--- src/utf8_to_utf16_decoder_assert.svh ---
// assertion macros for the transcoder, empty under synthesis
`ifndef UTF8_TO_UTF16_DECODER_ASSERT_SVH
`define UTF8_TO_UTF16_DECODER_ASSERT_SVH

`ifndef SYNTHESIS
// checked only outside reset
`define U8D_ASSERT(label, prop, msg) \
  label: assert property (@(posedge clk) disable iff (rst) prop) else $error(msg);
// checked at every edge, reset included
`define U8D_ASSERT_ALWAYS(label, prop, msg) \
  label: assert property (@(posedge clk) prop) else $error(msg);
`else
`define U8D_ASSERT(label, prop, msg)
`define U8D_ASSERT_ALWAYS(label, prop, msg)
`endif

`endif

--- src/utf8d_pkg.sv ---
package utf8d_pkg;

  localparam int unsigned CODE_W = 21;

  localparam logic [7:0] LEAD4_MASK = 8'hF8;
  localparam logic [7:0] LEAD4_PAT  = 8'hF0;
  localparam logic [7:0] LEAD3_MASK = 8'hF0;
  localparam logic [7:0] LEAD3_PAT  = 8'hE0;
  localparam logic [7:0] LEAD2_MASK = 8'hE0;
  localparam logic [7:0] LEAD2_PAT  = 8'hC0;

  localparam logic [CODE_W-1:0] BMP_MAX   = 21'h00FFFF;
  localparam logic [CODE_W-1:0] SUPP_BASE = 21'h010000;
  localparam logic [CODE_W-1:0] HI_SURR   = 21'h00D800;
  localparam logic [CODE_W-1:0] LO_SURR   = 21'h00DC00;

  localparam logic [1:0] PEND_NONE = 2'd0;
  localparam logic [1:0] PEND_ONE  = 2'd1;
  localparam logic [1:0] PEND_TWO  = 2'd2;
  localparam logic [1:0] PEND_THREE = 2'd3;

  typedef struct packed {
    logic [CODE_W-1:0] code;
    logic              last;
  } unit_t;

  // results caused by one input byte
  typedef struct packed {
    logic [1:0] count;
    unit_t      first;
    unit_t      second;
  } result_t;

endpackage

--- src/utf8d_core.sv ---
module utf8d_core
  import utf8d_pkg::*;
(
  input  logic       clk,
  input  logic       rst,
  input  logic       cfg_wr_en,
  input  logic       cfg_wr_data,
  input  logic       accept,
  input  logic [7:0] byte_in,
  input  logic       end_of_string,
  output result_t    result
);

  logic              utf16_output;
  logic [1:0]        bytes_pending, bytes_pending_next;
  logic [CODE_W-1:0] code_accumulator, code_accumulator_next;

  logic [CODE_W-1:0] acc_shifted;
  logic [CODE_W-1:0] supp_offset;
  logic [CODE_W-1:0] hi_unit, lo_unit;

  assign acc_shifted = {code_accumulator[CODE_W-7:0], byte_in[5:0]};
  assign supp_offset = acc_shifted - SUPP_BASE;
  assign hi_unit     = HI_SURR + {10'd0, supp_offset[CODE_W-1:10]};
  assign lo_unit     = LO_SURR | {11'd0, acc_shifted[9:0]};

  always_comb begin
    bytes_pending_next    = bytes_pending;
    code_accumulator_next = code_accumulator;
    result.count          = 2'd0;
    result.first.code     = {13'd0, byte_in};
    result.first.last     = 1'b1;
    result.second.code    = lo_unit;
    result.second.last    = 1'b1;

    if (bytes_pending == PEND_NONE) begin
      if ((byte_in & LEAD4_MASK) == LEAD4_PAT) begin
        bytes_pending_next    = PEND_THREE;
        code_accumulator_next = {18'd0, byte_in[2:0]};
      end else if ((byte_in & LEAD3_MASK) == LEAD3_PAT) begin
        bytes_pending_next    = PEND_TWO;
        code_accumulator_next = {17'd0, byte_in[3:0]};
      end else if ((byte_in & LEAD2_MASK) == LEAD2_PAT) begin
        bytes_pending_next    = PEND_ONE;
        code_accumulator_next = {16'd0, byte_in[4:0]};
      end else begin
        // plain byte, stray continuation or invalid lead passes through
        result.count          = 2'd1;
        code_accumulator_next = '0;
      end
    end else begin
      bytes_pending_next    = bytes_pending - 2'd1;
      code_accumulator_next = acc_shifted;
      if (bytes_pending == PEND_ONE) begin
        code_accumulator_next = '0;
        if (acc_shifted > BMP_MAX && utf16_output) begin
          result.count       = 2'd2;
          result.first.code  = hi_unit;
          result.first.last  = 1'b0;
        end else begin
          result.count       = 2'd1;
          result.first.code  = acc_shifted;
        end
      end
    end

    // truncated sequence at end of string is dropped
    if (end_of_string && bytes_pending_next != PEND_NONE) begin
      bytes_pending_next    = PEND_NONE;
      code_accumulator_next = '0;
    end
  end

  always_ff @(posedge clk) begin
    if (rst) begin
      utf16_output     <= 1'b1;
      bytes_pending    <= PEND_NONE;
      code_accumulator <= '0;
    end else begin
      if (cfg_wr_en) begin
        utf16_output <= cfg_wr_data;
      end
      if (accept) begin
        bytes_pending    <= bytes_pending_next;
        code_accumulator <= code_accumulator_next;
      end
    end
  end

endmodule

--- src/utf8d_outbuf.sv ---
module utf8d_outbuf
  import utf8d_pkg::*;
(
  input  logic    clk,
  input  logic    rst,
  input  logic    push,
  input  result_t result,
  output logic    can_push,
  output logic    out_valid,
  input  logic    out_ready,
  output unit_t   out_unit
);

`include "utf8_to_utf16_decoder_assert.svh"

  logic [1:0] count;
  unit_t      head;
  unit_t      tail;
  logic       pop;

  assign pop       = (count != 2'd0) && out_ready;
  // room for a surrogate pair once this cycle's transfer is done
  assign can_push  = (count == 2'd0) || ((count == 2'd1) && out_ready);
  assign out_valid = (count != 2'd0);
  assign out_unit  = head;

  always_ff @(posedge clk) begin
    if (rst) begin
      count <= 2'd0;
    end else if (push) begin
      count <= result.count;
    end else if (pop) begin
      count <= count - 2'd1;
    end
  end

  always_ff @(posedge clk) begin
    if (push) begin
      head <= result.first;
      tail <= result.second;
    end else if (pop) begin
      head <= tail;
    end
  end

  `U8D_ASSERT(a_count_range, count != 2'd3, "output buffer count out of range")
  `U8D_ASSERT(a_push_room, push |-> (count == 2'd0 || (count == 2'd1 && out_ready)), "push without room")
  `U8D_ASSERT(a_high_has_low, (count != 2'd0 && !head.last) |-> count == 2'd2, "high surrogate without its low unit")
  `U8D_ASSERT_ALWAYS(a_reset_empty, rst |=> count == 2'd0, "output buffer not empty after reset")

endmodule

--- src/utf8_to_utf16_decoder.sv ---
// UTF-8 to UTF-16 transcoder. One byte is taken per transfer on the slave side and each
// finished code point leaves as one unit on the master side, or as a high and low surrogate
// pair when utf16_output is set and the value is above 0xFFFF. A byte is accepted in every
// cycle while results drain at one unit per cycle; a byte that completes a surrogate pair
// holds the input, since the two-entry output buffer must be down to one unit being taken
// before the next byte can enter. The first unit shows in the cycle after the transfer.
// end_of_string (tlast) drops an unfinished sequence; overlong forms and unchecked
// continuation bytes are decoded as they come. utf16_output resets to 1 and is written
// through cfg_wr_en / cfg_wr_data, by the user only while the stream is idle; not enforced.
module utf8_to_utf16_decoder
  import utf8d_pkg::*;
(
  input  logic        clk,
  input  logic        rst,
  input  logic        cfg_wr_en,
  input  logic        cfg_wr_data,    // utf16_output
  input  logic        s_axis_tvalid,
  output logic        s_axis_tready,
  input  logic [7:0]  s_axis_tdata,   // [7:0] byte_in
  input  logic        s_axis_tlast,   // end_of_string
  output logic        m_axis_tvalid,
  input  logic        m_axis_tready,
  output logic [23:0] m_axis_tdata,   // [20:0] code_unit, [23:21] zero
  output logic        m_axis_tlast    // last_unit
);

  result_t result;
  unit_t   out_unit;
  logic    can_push;
  logic    accept;

  assign s_axis_tready = can_push;
  assign accept        = s_axis_tvalid && can_push;

  utf8d_core u_core (
    .clk           (clk),
    .rst           (rst),
    .cfg_wr_en     (cfg_wr_en),
    .cfg_wr_data   (cfg_wr_data),
    .accept        (accept),
    .byte_in       (s_axis_tdata),
    .end_of_string (s_axis_tlast),
    .result        (result)
  );

  utf8d_outbuf u_outbuf (
    .clk       (clk),
    .rst       (rst),
    .push      (accept),
    .result    (result),
    .can_push  (can_push),
    .out_valid (m_axis_tvalid),
    .out_ready (m_axis_tready),
    .out_unit  (out_unit)
  );

  assign m_axis_tdata = {3'd0, out_unit.code};
  assign m_axis_tlast = out_unit.last;

endmodule
--- config.mk ---
export PLATFORM = sky130hd
export DESIGN_NAME = utf8_to_utf16_decoder
export DESIGN_NICKNAME = d
export VERILOG_FILES = /design/src/utf8d_pkg.sv /design/src/utf8d_core.sv /design/src/utf8d_outbuf.sv /design/src/utf8_to_utf16_decoder.sv
export VERILOG_INCLUDE_DIRS = /design/src /design/src/src
export SDC_FILE = /design/constraint.sdc
export NUM_CORES = 1
export LEC_CHECK = 0
export ABC_AREA = 1
export BUFFER_PORTS_ARGS = -buffer_cell sky130_fd_sc_hd__buf_2
export CAP_MARGIN = 20
export CORE_MARGIN = 3
export CORE_UTILIZATION = 25
export DETAILED_ROUTE_END_ITERATION = 12
export PLACE_DENSITY = 0.49
export SLEW_MARGIN = 0
export SYNTH_ARGS = -nofsm -noshare
export SYNTH_HDL_FRONTEND = slang
export SYNTH_SLANG_ARGS = --single-unit
--- constraint.sdc ---
create_clock -name clk -period 3.56 [get_ports clk]
set_input_delay 0.356 -clock clk [delete_from_list [all_inputs] [get_ports clk]]
set_output_delay 0.356 -clock clk [all_outputs]
set_load 0.01 [all_outputs]
==> results of run 1 <==
==> synthesized netlist by cell type <==
library cell,count
sky130_fd_sc_hd__dfxtp_1,20
sky130_fd_sc_hd__nor2_1,24
sky130_fd_sc_hd__nand4_2,1
sky130_fd_sc_hd__a21oi_1,25
sky130_fd_sc_hd__nand2_1,70
sky130_fd_sc_hd__a31oi_1,2
sky130_fd_sc_hd__nand3b_1,1
sky130_fd_sc_hd__o211ai_1,1
sky130_fd_sc_hd__buf_4,5
sky130_fd_sc_hd__o21ai_0,8
sky130_fd_sc_hd__nor2_2,3
sky130_fd_sc_hd__nor3_1,1
sky130_fd_sc_hd__ha_1,4
sky130_fd_sc_hd__conb_1,1
sky130_fd_sc_hd__nand2_2,1
sky130_fd_sc_hd__clkbuf_1,3
sky130_fd_sc_hd__a21oi_2,1
sky130_fd_sc_hd__inv_1,30
sky130_fd_sc_hd__nand3_1,39
sky130_fd_sc_hd__xor2_1,2
sky130_fd_sc_hd__or2_2,2
sky130_fd_sc_hd__xnor2_1,1
sky130_fd_sc_hd__nand4_1,8
sky130_fd_sc_hd__buf_6,2
sky130_fd_sc_hd__inv_2,6
sky130_fd_sc_hd__nand3_2,1
sky130_fd_sc_hd__buf_2,3
sky130_fd_sc_hd__nand3_4,1
sky130_fd_sc_hd__nand2_8,1
sky130_fd_sc_hd__buf_1,1
sky130_fd_sc_hd__edfxtp_1,32
==> worst paths after layout <==
check	from	end	slack [ns]	cells after the start
worst max register to register	u_core.code_accumulator[11]$_SDFFE_PP0P_	u_outbuf.out_unit[5]$_DFFE_PP_	1.32	12
worst min-delay path	cfg_wr_en	u_core.utf16_output$_SDFFE_PP1P_	0.25	2
worst max-delay path	u_core.code_accumulator[11]$_SDFFE_PP0P_	u_outbuf.out_unit[5]$_DFFE_PP_	1.32	12
worst min register to register	u_core.code_accumulator[11]$_SDFFE_PP0P_	u_core.code_accumulator[11]$_SDFFE_PP0P_	0.47	2
==> cells by family after synthesis <==
logic type | share of synthesized area
simple gates | 0.276
other cells | 0.00146
xor+xnor | 0.0102
fa+ha+maj | 0.0195
compound gates | 0.0755
buf+inv | 0.0877
flops | 0.530
==> worst register-to-register path: cells and delay by family, from the launching register on <==
family                     cells  cell delay [ns]
and+or+nand+nor                9             1.31
DFF                            1             0.34
adders and majority gates      1             0.19
buffers and inverters          2             0.16
==> power breakdown <==
part	leakage, nW	internal (W)	switching [W]	total [W]
combinational	0.691	0.000235	0.000478	0.000713
clock	0.0399	0.000137	0.000185	0.000323
sequential	0.472	0.000872	0.0000591	0.000931
==> registers in the layout, summed over array words and instances, names as in the netlist <==
signal	cells
u_core.utf16_output	1
u_outbuf.tail	10
u_core.code_accumulator	15
u_core.bytes_pending	2
u_outbuf.count	2
u_outbuf.out_unit	22
==> metal layers <==
metal	GRT usage	vias up	wire, um
li1	-	1060	-
met1	0.148	947	2940
met2	0.188	44	2930
met3	0.0270	8	290
met4	0.0442	0	146
met5	0	-	0
==> area by class of cell <==
type / instances / share of cell area
Timing Repair Buffer: 40 / 0.0761
Clock buffer: 7 / 0.0258
Tap cell: 133 / 0.0563
Clock inverter: 1 / 0.00127
Inverter: 36 / 0.0457
Multi-Input combinational cell: 200 / 0.335
Sequential cell: 52 / 0.460
==> metrics by stage <==
stage / hold slack, ns / util / area (um2) / cells / setup slack (ns)
after floorplan: 0.445 / - / 2580 / 302 / 1.62
after global placement: 0.461 / 0.289 / 2850 / 460 / 1.31
after detailed placement: 0.460 / 0.289 / 2850 / 460 / 1.29
after CTS: 0.244 / 0.297 / 2930 / 468 / 1.26
after global routing: 0.264 / 0.300 / 2960 / 469 / 1.06
final: 0.254 / 0.300 / 2960 / 469 / 1.32
==> impl_metrics.yaml, run 1 <==
synthesis:
  synth_top_cells_by_area: "sky130_fd_sc_hd__edfxtp_1, sky130_fd_sc_hd__dfxtp_1, sky130_fd_sc_hd__nand2_1, sky130_fd_sc_hd__nand3_1, sky130_fd_sc_hd__a21oi_1"
  ys_warn_count: 0
  netlist_instances: 300
  synth_seq_cells: 52
  synth_seq_area_share: 0.530
  unique_cell_type_count_in_the_yosys_netlist: 31
  post_synth_instance_area_mm2: 0.00257
  synthesis.area_per_instance_um2: 8.56
  synth_top_cell_area_share: 0.374
  synth_top_area_cell: "sky130_fd_sc_hd__edfxtp_1"
setup_path:
  arrival_time_worst_endpoint_ns: 2.30
  worstSetupStartpointType: "flop"
  critical_path_sink_type: "flop"
  critical_path_s_top_delay_family: "simple AND/OR/NAND/NOR gates"
  worstPathCellList: "inv_1, ha_1, nand2_1, nor2_1, nand3_1, nor2_1, nor2_2, nand3_2, nand2_1, inv_1, nand2_1, nand3_1"
  timing.critical_path.required_ns: 3.62
  timing.critical_path.fanout_max: 11
  cp_num_buf_inv: 2
  critPathKind: "flop to flop"
  critPathMaxStageDelay_ns: 0.53
  critPathSlowestCell: "sky130_fd_sc_hd__nor2_2"
  critPathMostFrequentCell: "sky130_fd_sc_hd__nand2_1"
global_route:
  global_route_wire_length_before_repair_um: 10400
  grt_pass1_vias: 2011
  grt_max_degree: 33
  groute.usage.overall: 0.115
  antenna_found_initial: 0
  global_route.overflow_total: 0
clocking:
  cts_buffers: 5
  htree_num_levels: 2
  tritoncts: "built"
  clock_latency_ns: 0.30
  clk_root_buf: "sky130_fd_sc_hd__clkbuf_8"
  holdBufCountCts: 0
  cts_max_path_buffers: 2
  post_cts.resized_instances: 0
  clkTransAtPathRegs_ns: 0.09
  cts.sink_count: 52
  number_of_setup_buffers_added_after_cts: 0
drt:
  totalWireLength_um: 6310
  drt_pass1_iterations: 4
  routedWlPerCell_um: 13.4
  detailroute.via_count: 2059
  detail_route.iter0.violations: 131
  residual_drc_count: 0
  ant_nets: 0
  viasPerCell: 4.39
cells_and_area:
  multiInputGateArea_um2: 990
  n_fill_cell: 1072
  n_antenna_cell: 0
  post_route_cells_drive_above_1_share: 0.185
  final_common_cell: "sky130_fd_sc_hd__nand2_1"
  area_growth_syn_to_layout_pct: 15.1
  ff_latch_area_mm2: 0.00136
  finish.net_count: 354
  mostFrequentLayoutCells: "sky130_fd_sc_hd__nand2_1, sky130_fd_sc_hd__nand3_1, sky130_fd_sc_hd__buf_2"
sta:
  slew_violations: 0
  setup_repair_after_global_routing_missed_its_margin: "false"
  worstMarginPinSlew_ns: 0.999
  maxClockFrequency_mhz: 447
  setup_tns_ns: 0
  final.setup_skew_ns: 0.00731
  final_period_minus_worst_setup_slack_ns: 2.24
  report.final.hold_viol_count: 0
  fin_crit_sh: 0.628
  worst_slew_margin_rel: 0.332
  report.final.setup_viol: 0
hold_path:
  timing.hold.worst.class: "input port to flop"
floorplanning:
  design.die.area_mm2: 0.0115
  horizontal_die_dimension_um: 107
  initial_core_util: 0.260
  die_h_um: 107
  ioPinCount: 42
  rows: 36
  core_area_mm2: 0.00986
power_and_ir_drop:
  ir_worst_vdd_mv: 0.164
  post-layout-total-power_w: 0.00197
  power_density_mw_per_mm2: 665
  static-leakage-power_nw: 1.20
place:
  dpl.hpwl_um: 4610
  gpl.final_weighted_congestion: 0.853
  port-buffer-count: 38
flow_run:
  drv.max_cap_violation_count: 0
status:
  run_status: "finished, final reports clean"
Power figures use the tool's default switching activity.
==> run 2, diff against run 1 <==
--- a/config.mk
+++ b/config.mk
@@ -6,13 +6,13 @@
 export SDC_FILE = /design/constraint.sdc
 export NUM_CORES = 1
 export LEC_CHECK = 0
-export ABC_AREA = 1
+export ABC_AREA = 0
 export BUFFER_PORTS_ARGS = -buffer_cell sky130_fd_sc_hd__buf_2
 export CAP_MARGIN = 20
 export CORE_MARGIN = 3
 export CORE_UTILIZATION = 25
 export DETAILED_ROUTE_END_ITERATION = 12
-export PLACE_DENSITY = 0.49
+export PLACE_DENSITY = 0.5
 export SLEW_MARGIN = 0
 export SYNTH_ARGS = -nofsm -noshare
 export SYNTH_HDL_FRONTEND = slang
==> constraint.sdc (replaced) <==
create_clock -name clk -period 1.99 [get_ports clk]
set_input_delay 0.199 -clock clk [delete_from_list [all_inputs] [get_ports clk]]
set_output_delay 0.199 -clock clk [all_outputs]
set_load 0.01 [all_outputs]
==> impl_metrics.yaml, run 2 <==
sta:
  setup_tns_ns: 0
  report.final.setup_viol: 0
  final_period_minus_worst_setup_slack_ns: 1.85
  worstMarginPinSlew_ns: 0.545
  fin_crit_sh: 0.929
  maxClockFrequency_mhz: 541
  setup_repair_after_global_routing_missed_its_margin: "true"
  report.final.hold_viol_count: 0
  worst_slew_margin_rel: 0.635
  final_worst_path_setup_slack_ns: 0.141
  final.setup_skew_ns: 0.00684
  slew_violations: 0
drt:
  detailroute.via_count: 2044
  detail_route.iter0.violations: 113
  viasPerCell: 4.78
  drt_pass1_iterations: 4
  routedWlPerCell_um: 14.9
  residual_drc_count: 0
  ant_nets: 0
  totalWireLength_um: 6380
cells_and_area:
  final_common_cell: "sky130_fd_sc_hd__buf_2"
  finish.net_count: 317
  largest_register_ff_count: 22
  post_route_cells_drive_above_1_share: 0.254
  mostFrequentLayoutCells: "sky130_fd_sc_hd__buf_2, sky130_fd_sc_hd__edfxtp_1, sky130_fd_sc_hd__a21oi_1"
  area_growth_syn_to_layout_pct: 23.5
  final_cells: 428
  n_antenna_cell: 0
  stdcell_area_mm2: 0.00303
setup_path:
  critPathKind: "flop to flop"
  timing.critical_path.fanout_max: 8
  critPathSlowestCell: "sky130_fd_sc_hd__dfxtp_1"
  worstPathCellList: "nand3_1, nor3_4, a21o_1, buf_4, nand4_1, a31oi_1"
  timing.critical_path.required_ns: 2.14
  arrival_time_worst_endpoint_ns: 2.00
  critPathMaxStageDelay_ns: 0.45
  critical_path_sink_type: "flop"
  worstSetupStartpointType: "flop"
power_and_ir_drop:
  internal-power_w: 0.00188
  power.net_switching_w: 0.000720
  power_density_mw_per_mm2: 858
  comb_power_share: 0.208
  clock_power_share: 0.277
  share_seq_of_total_power: 0.515
  ir_worst_vdd_mv: 0.356
  swShare: 0.277
  static-leakage-power_nw: 1.12
floorplanning:
  rows: 35
  design.die.area_mm2: 0.0110
  ioPinCount: 42
  core_area_mm2: 0.00937
  initial_core_util: 0.262
  die_h_um: 105
  horizontal_die_dimension_um: 105
flow_run:
  drv.max_cap_violation_count: 0
synthesis:
  post_synth_xor_area_fraction: 0.0107
  synth-adder-area-share: 0.0204
  synth_top_cell_area_share: 0.392
  netlist_instances: 245
  synthesis.area_per_instance_um2: 10.0
  synth_top_cells_by_area: "sky130_fd_sc_hd__edfxtp_1, sky130_fd_sc_hd__dfxtp_1, sky130_fd_sc_hd__a21oi_1, sky130_fd_sc_hd__nand2_1, sky130_fd_sc_hd__nor2_1"
  synth_seq_area_share: 0.555
  post_synth_instance_area_mm2: 0.00245
  yosys-top-cells-count: "sky130_fd_sc_hd__edfxtp_1, sky130_fd_sc_hd__a21oi_1, sky130_fd_sc_hd__nand2_1"
  unique_cell_type_count_in_the_yosys_netlist: 43
  synth-compound-area-share: 0.181
  ys_warn_count: 0
  synthSimpleGateAreaFrac: 0.173
  edff_count_synth: 32
  synth_seq_cells: 52
  synth_top_family_by_area: "compound AO/OA/AOI/OAI gates"
  postSynth.topFlopCell: "sky130_fd_sc_hd__edfxtp_1"
  post_synth_mux_area_share: 0.00459
  synth_top_area_cell: "sky130_fd_sc_hd__edfxtp_1"
  post-synth-top-count-cell: "sky130_fd_sc_hd__edfxtp_1"
  postSynth.asyncResetShare: 0
global_route:
  global_route.overflow_total: 0
  grt_pass1_vias: 1874
  groute.usage.overall: 0.114
  antenna_found_initial: 0
  global_route_wire_length_before_repair_um: 9920
  grt_max_degree: 27
clocking:
  clock_latency_ns: 0.30
  cts_max_path_buffers: 2
  clk_root_buf: "sky130_fd_sc_hd__clkbuf_8"
  cts.sink_count: 52
  clkTransAtPathRegs_ns: 0.09
  holdBufCountCts: 0
  htree_num_levels: 2
  tritoncts: "built"
  cts_buffers: 5
place:
  placed_cells: 416
  port-buffer-count: 38
  gpl.final_weighted_congestion: 0.850
  dpl.hpwl_um: 4550
  dpl_cell_area_mm2: 0.00288
  post-place-ws_ns: 0.122
hold_path:
  timing.hold.worst.class: "input port to flop"
status:
  run_status: "finished, final reports clean"
[run 2: cell count changes after synthesis, moves of 6 or more]
cell                       before  now
sky130_fd_sc_hd__and3_1         0    6
sky130_fd_sc_hd__nand3_1       39   13
sky130_fd_sc_hd__o31ai_1        0    8
sky130_fd_sc_hd__clkbuf_1       3   10
sky130_fd_sc_hd__nor2_1        24   18
sky130_fd_sc_hd__nand2_1       70   22
sky130_fd_sc_hd__a21oi_1       25   31
sky130_fd_sc_hd__inv_2          6    0
sky130_fd_sc_hd__inv_1         30    9
[run 2: cell families (layout without fill, tap and decap cells)]
| family | count (synthesis) | in the layout |
|---|---|---|
| fa+ha+maj | 4 | 4 |
| other cells | 1 | 3 |
| buf+inv | 27 | 79 |
| mux | 1 | 1 |
| compound gates | 73 | 73 |
| xor+xnor | 3 | 3 |
| simple gates | 84 | 84 |
| flops | 52 | 52 |
[run 2: path summary, 6_finish.rpt]
check	startpoint	end	slack, ns	cells after the start
max	u_core.code_accumulator[2]$_SDFFE_PP0P_	u_outbuf.out_unit[3]$_DFFE_PP_	0.14	6
min	cfg_wr_en	u_core.utf16_output$_SDFFE_PP1P_	0.10	2
max reg2reg	u_core.code_accumulator[2]$_SDFFE_PP0P_	u_outbuf.out_unit[3]$_DFFE_PP_	0.14	6
min reg2reg	u_core.code_accumulator[9]$_SDFFE_PP0P_	u_core.code_accumulator[9]$_SDFFE_PP0P_	0.50	2
[run 2: power groups by stage]
stage | Combinational [W] | Sequential [W] | Clock, W
after floorplan | 0.000256 | 0.00141 | 0
after global placement | 0.000533 | 0.00137 | 0
after CTS | 0.000540 | 0.00134 | 0.000742
after detailed placement | 0.000537 | 0.00137 | 0
final | 0.000540 | 0.00134 | 0.000721
after global routing | 0.000599 | 0.00136 | 0.000785
[run 2: layout make-up]
| class | instances | area [um2] |
|---|---|---|
| Clock buffer | 6 | 72.6 |
| Clock inverter | 2 | 35.0 |
| Fill cell | 995 | 6340 |
| Inverter | 9 | 33.8 |
| Multi-Input combinational cell | 168 | 982 |
| Sequential cell | 52 | 1360 |
| Tap cell | 129 | 161 |
| Timing Repair Buffer | 62 | 383 |
[run 2: worst max-delay path: cells and delay by family, from the launching register on]
kind	cells	cell delay, ns
buf+inv	1	0.20
compound gates	2	0.51
flops	1	0.45
simple gates	3	0.56
[run 2: per-layer routing]
| layer | wire [um] | track usage | vias to the layer above |
|---|---|---|---|
| met2 | 2940 | 0.174 | 59 |
| li1 | - | - | 1003 |
| met4 | 60 | 0.0366 | 0 |
| met5 | 0 | 0 | - |
| met3 | 337 | 0.0235 | 5 |
| met1 | 3040 | 0.160 | 977 |
[run 2: timing repair]
action / 4_1_cts / 5_1_grt
endpoints found under the hold margin: 0 / 0
setup endpoints to repair: 0 / 9
resized for setup: 0 / 3
setup buffers: 0 / 4
[run 2: per-stage QoR]
stage / hold WS [ns] / total power [W] / utilization
global placement: 0.414 / 0.00190 / 0.307
CTS: 0.0916 / 0.00262 / 0.318
global route: 0.0859 / 0.00274 / 0.323
finish: 0.100 / 0.00260 / 0.323
floorplan: 0.298 / 0.00167 / -
detailed placement: 0.417 / 0.00190 / 0.307
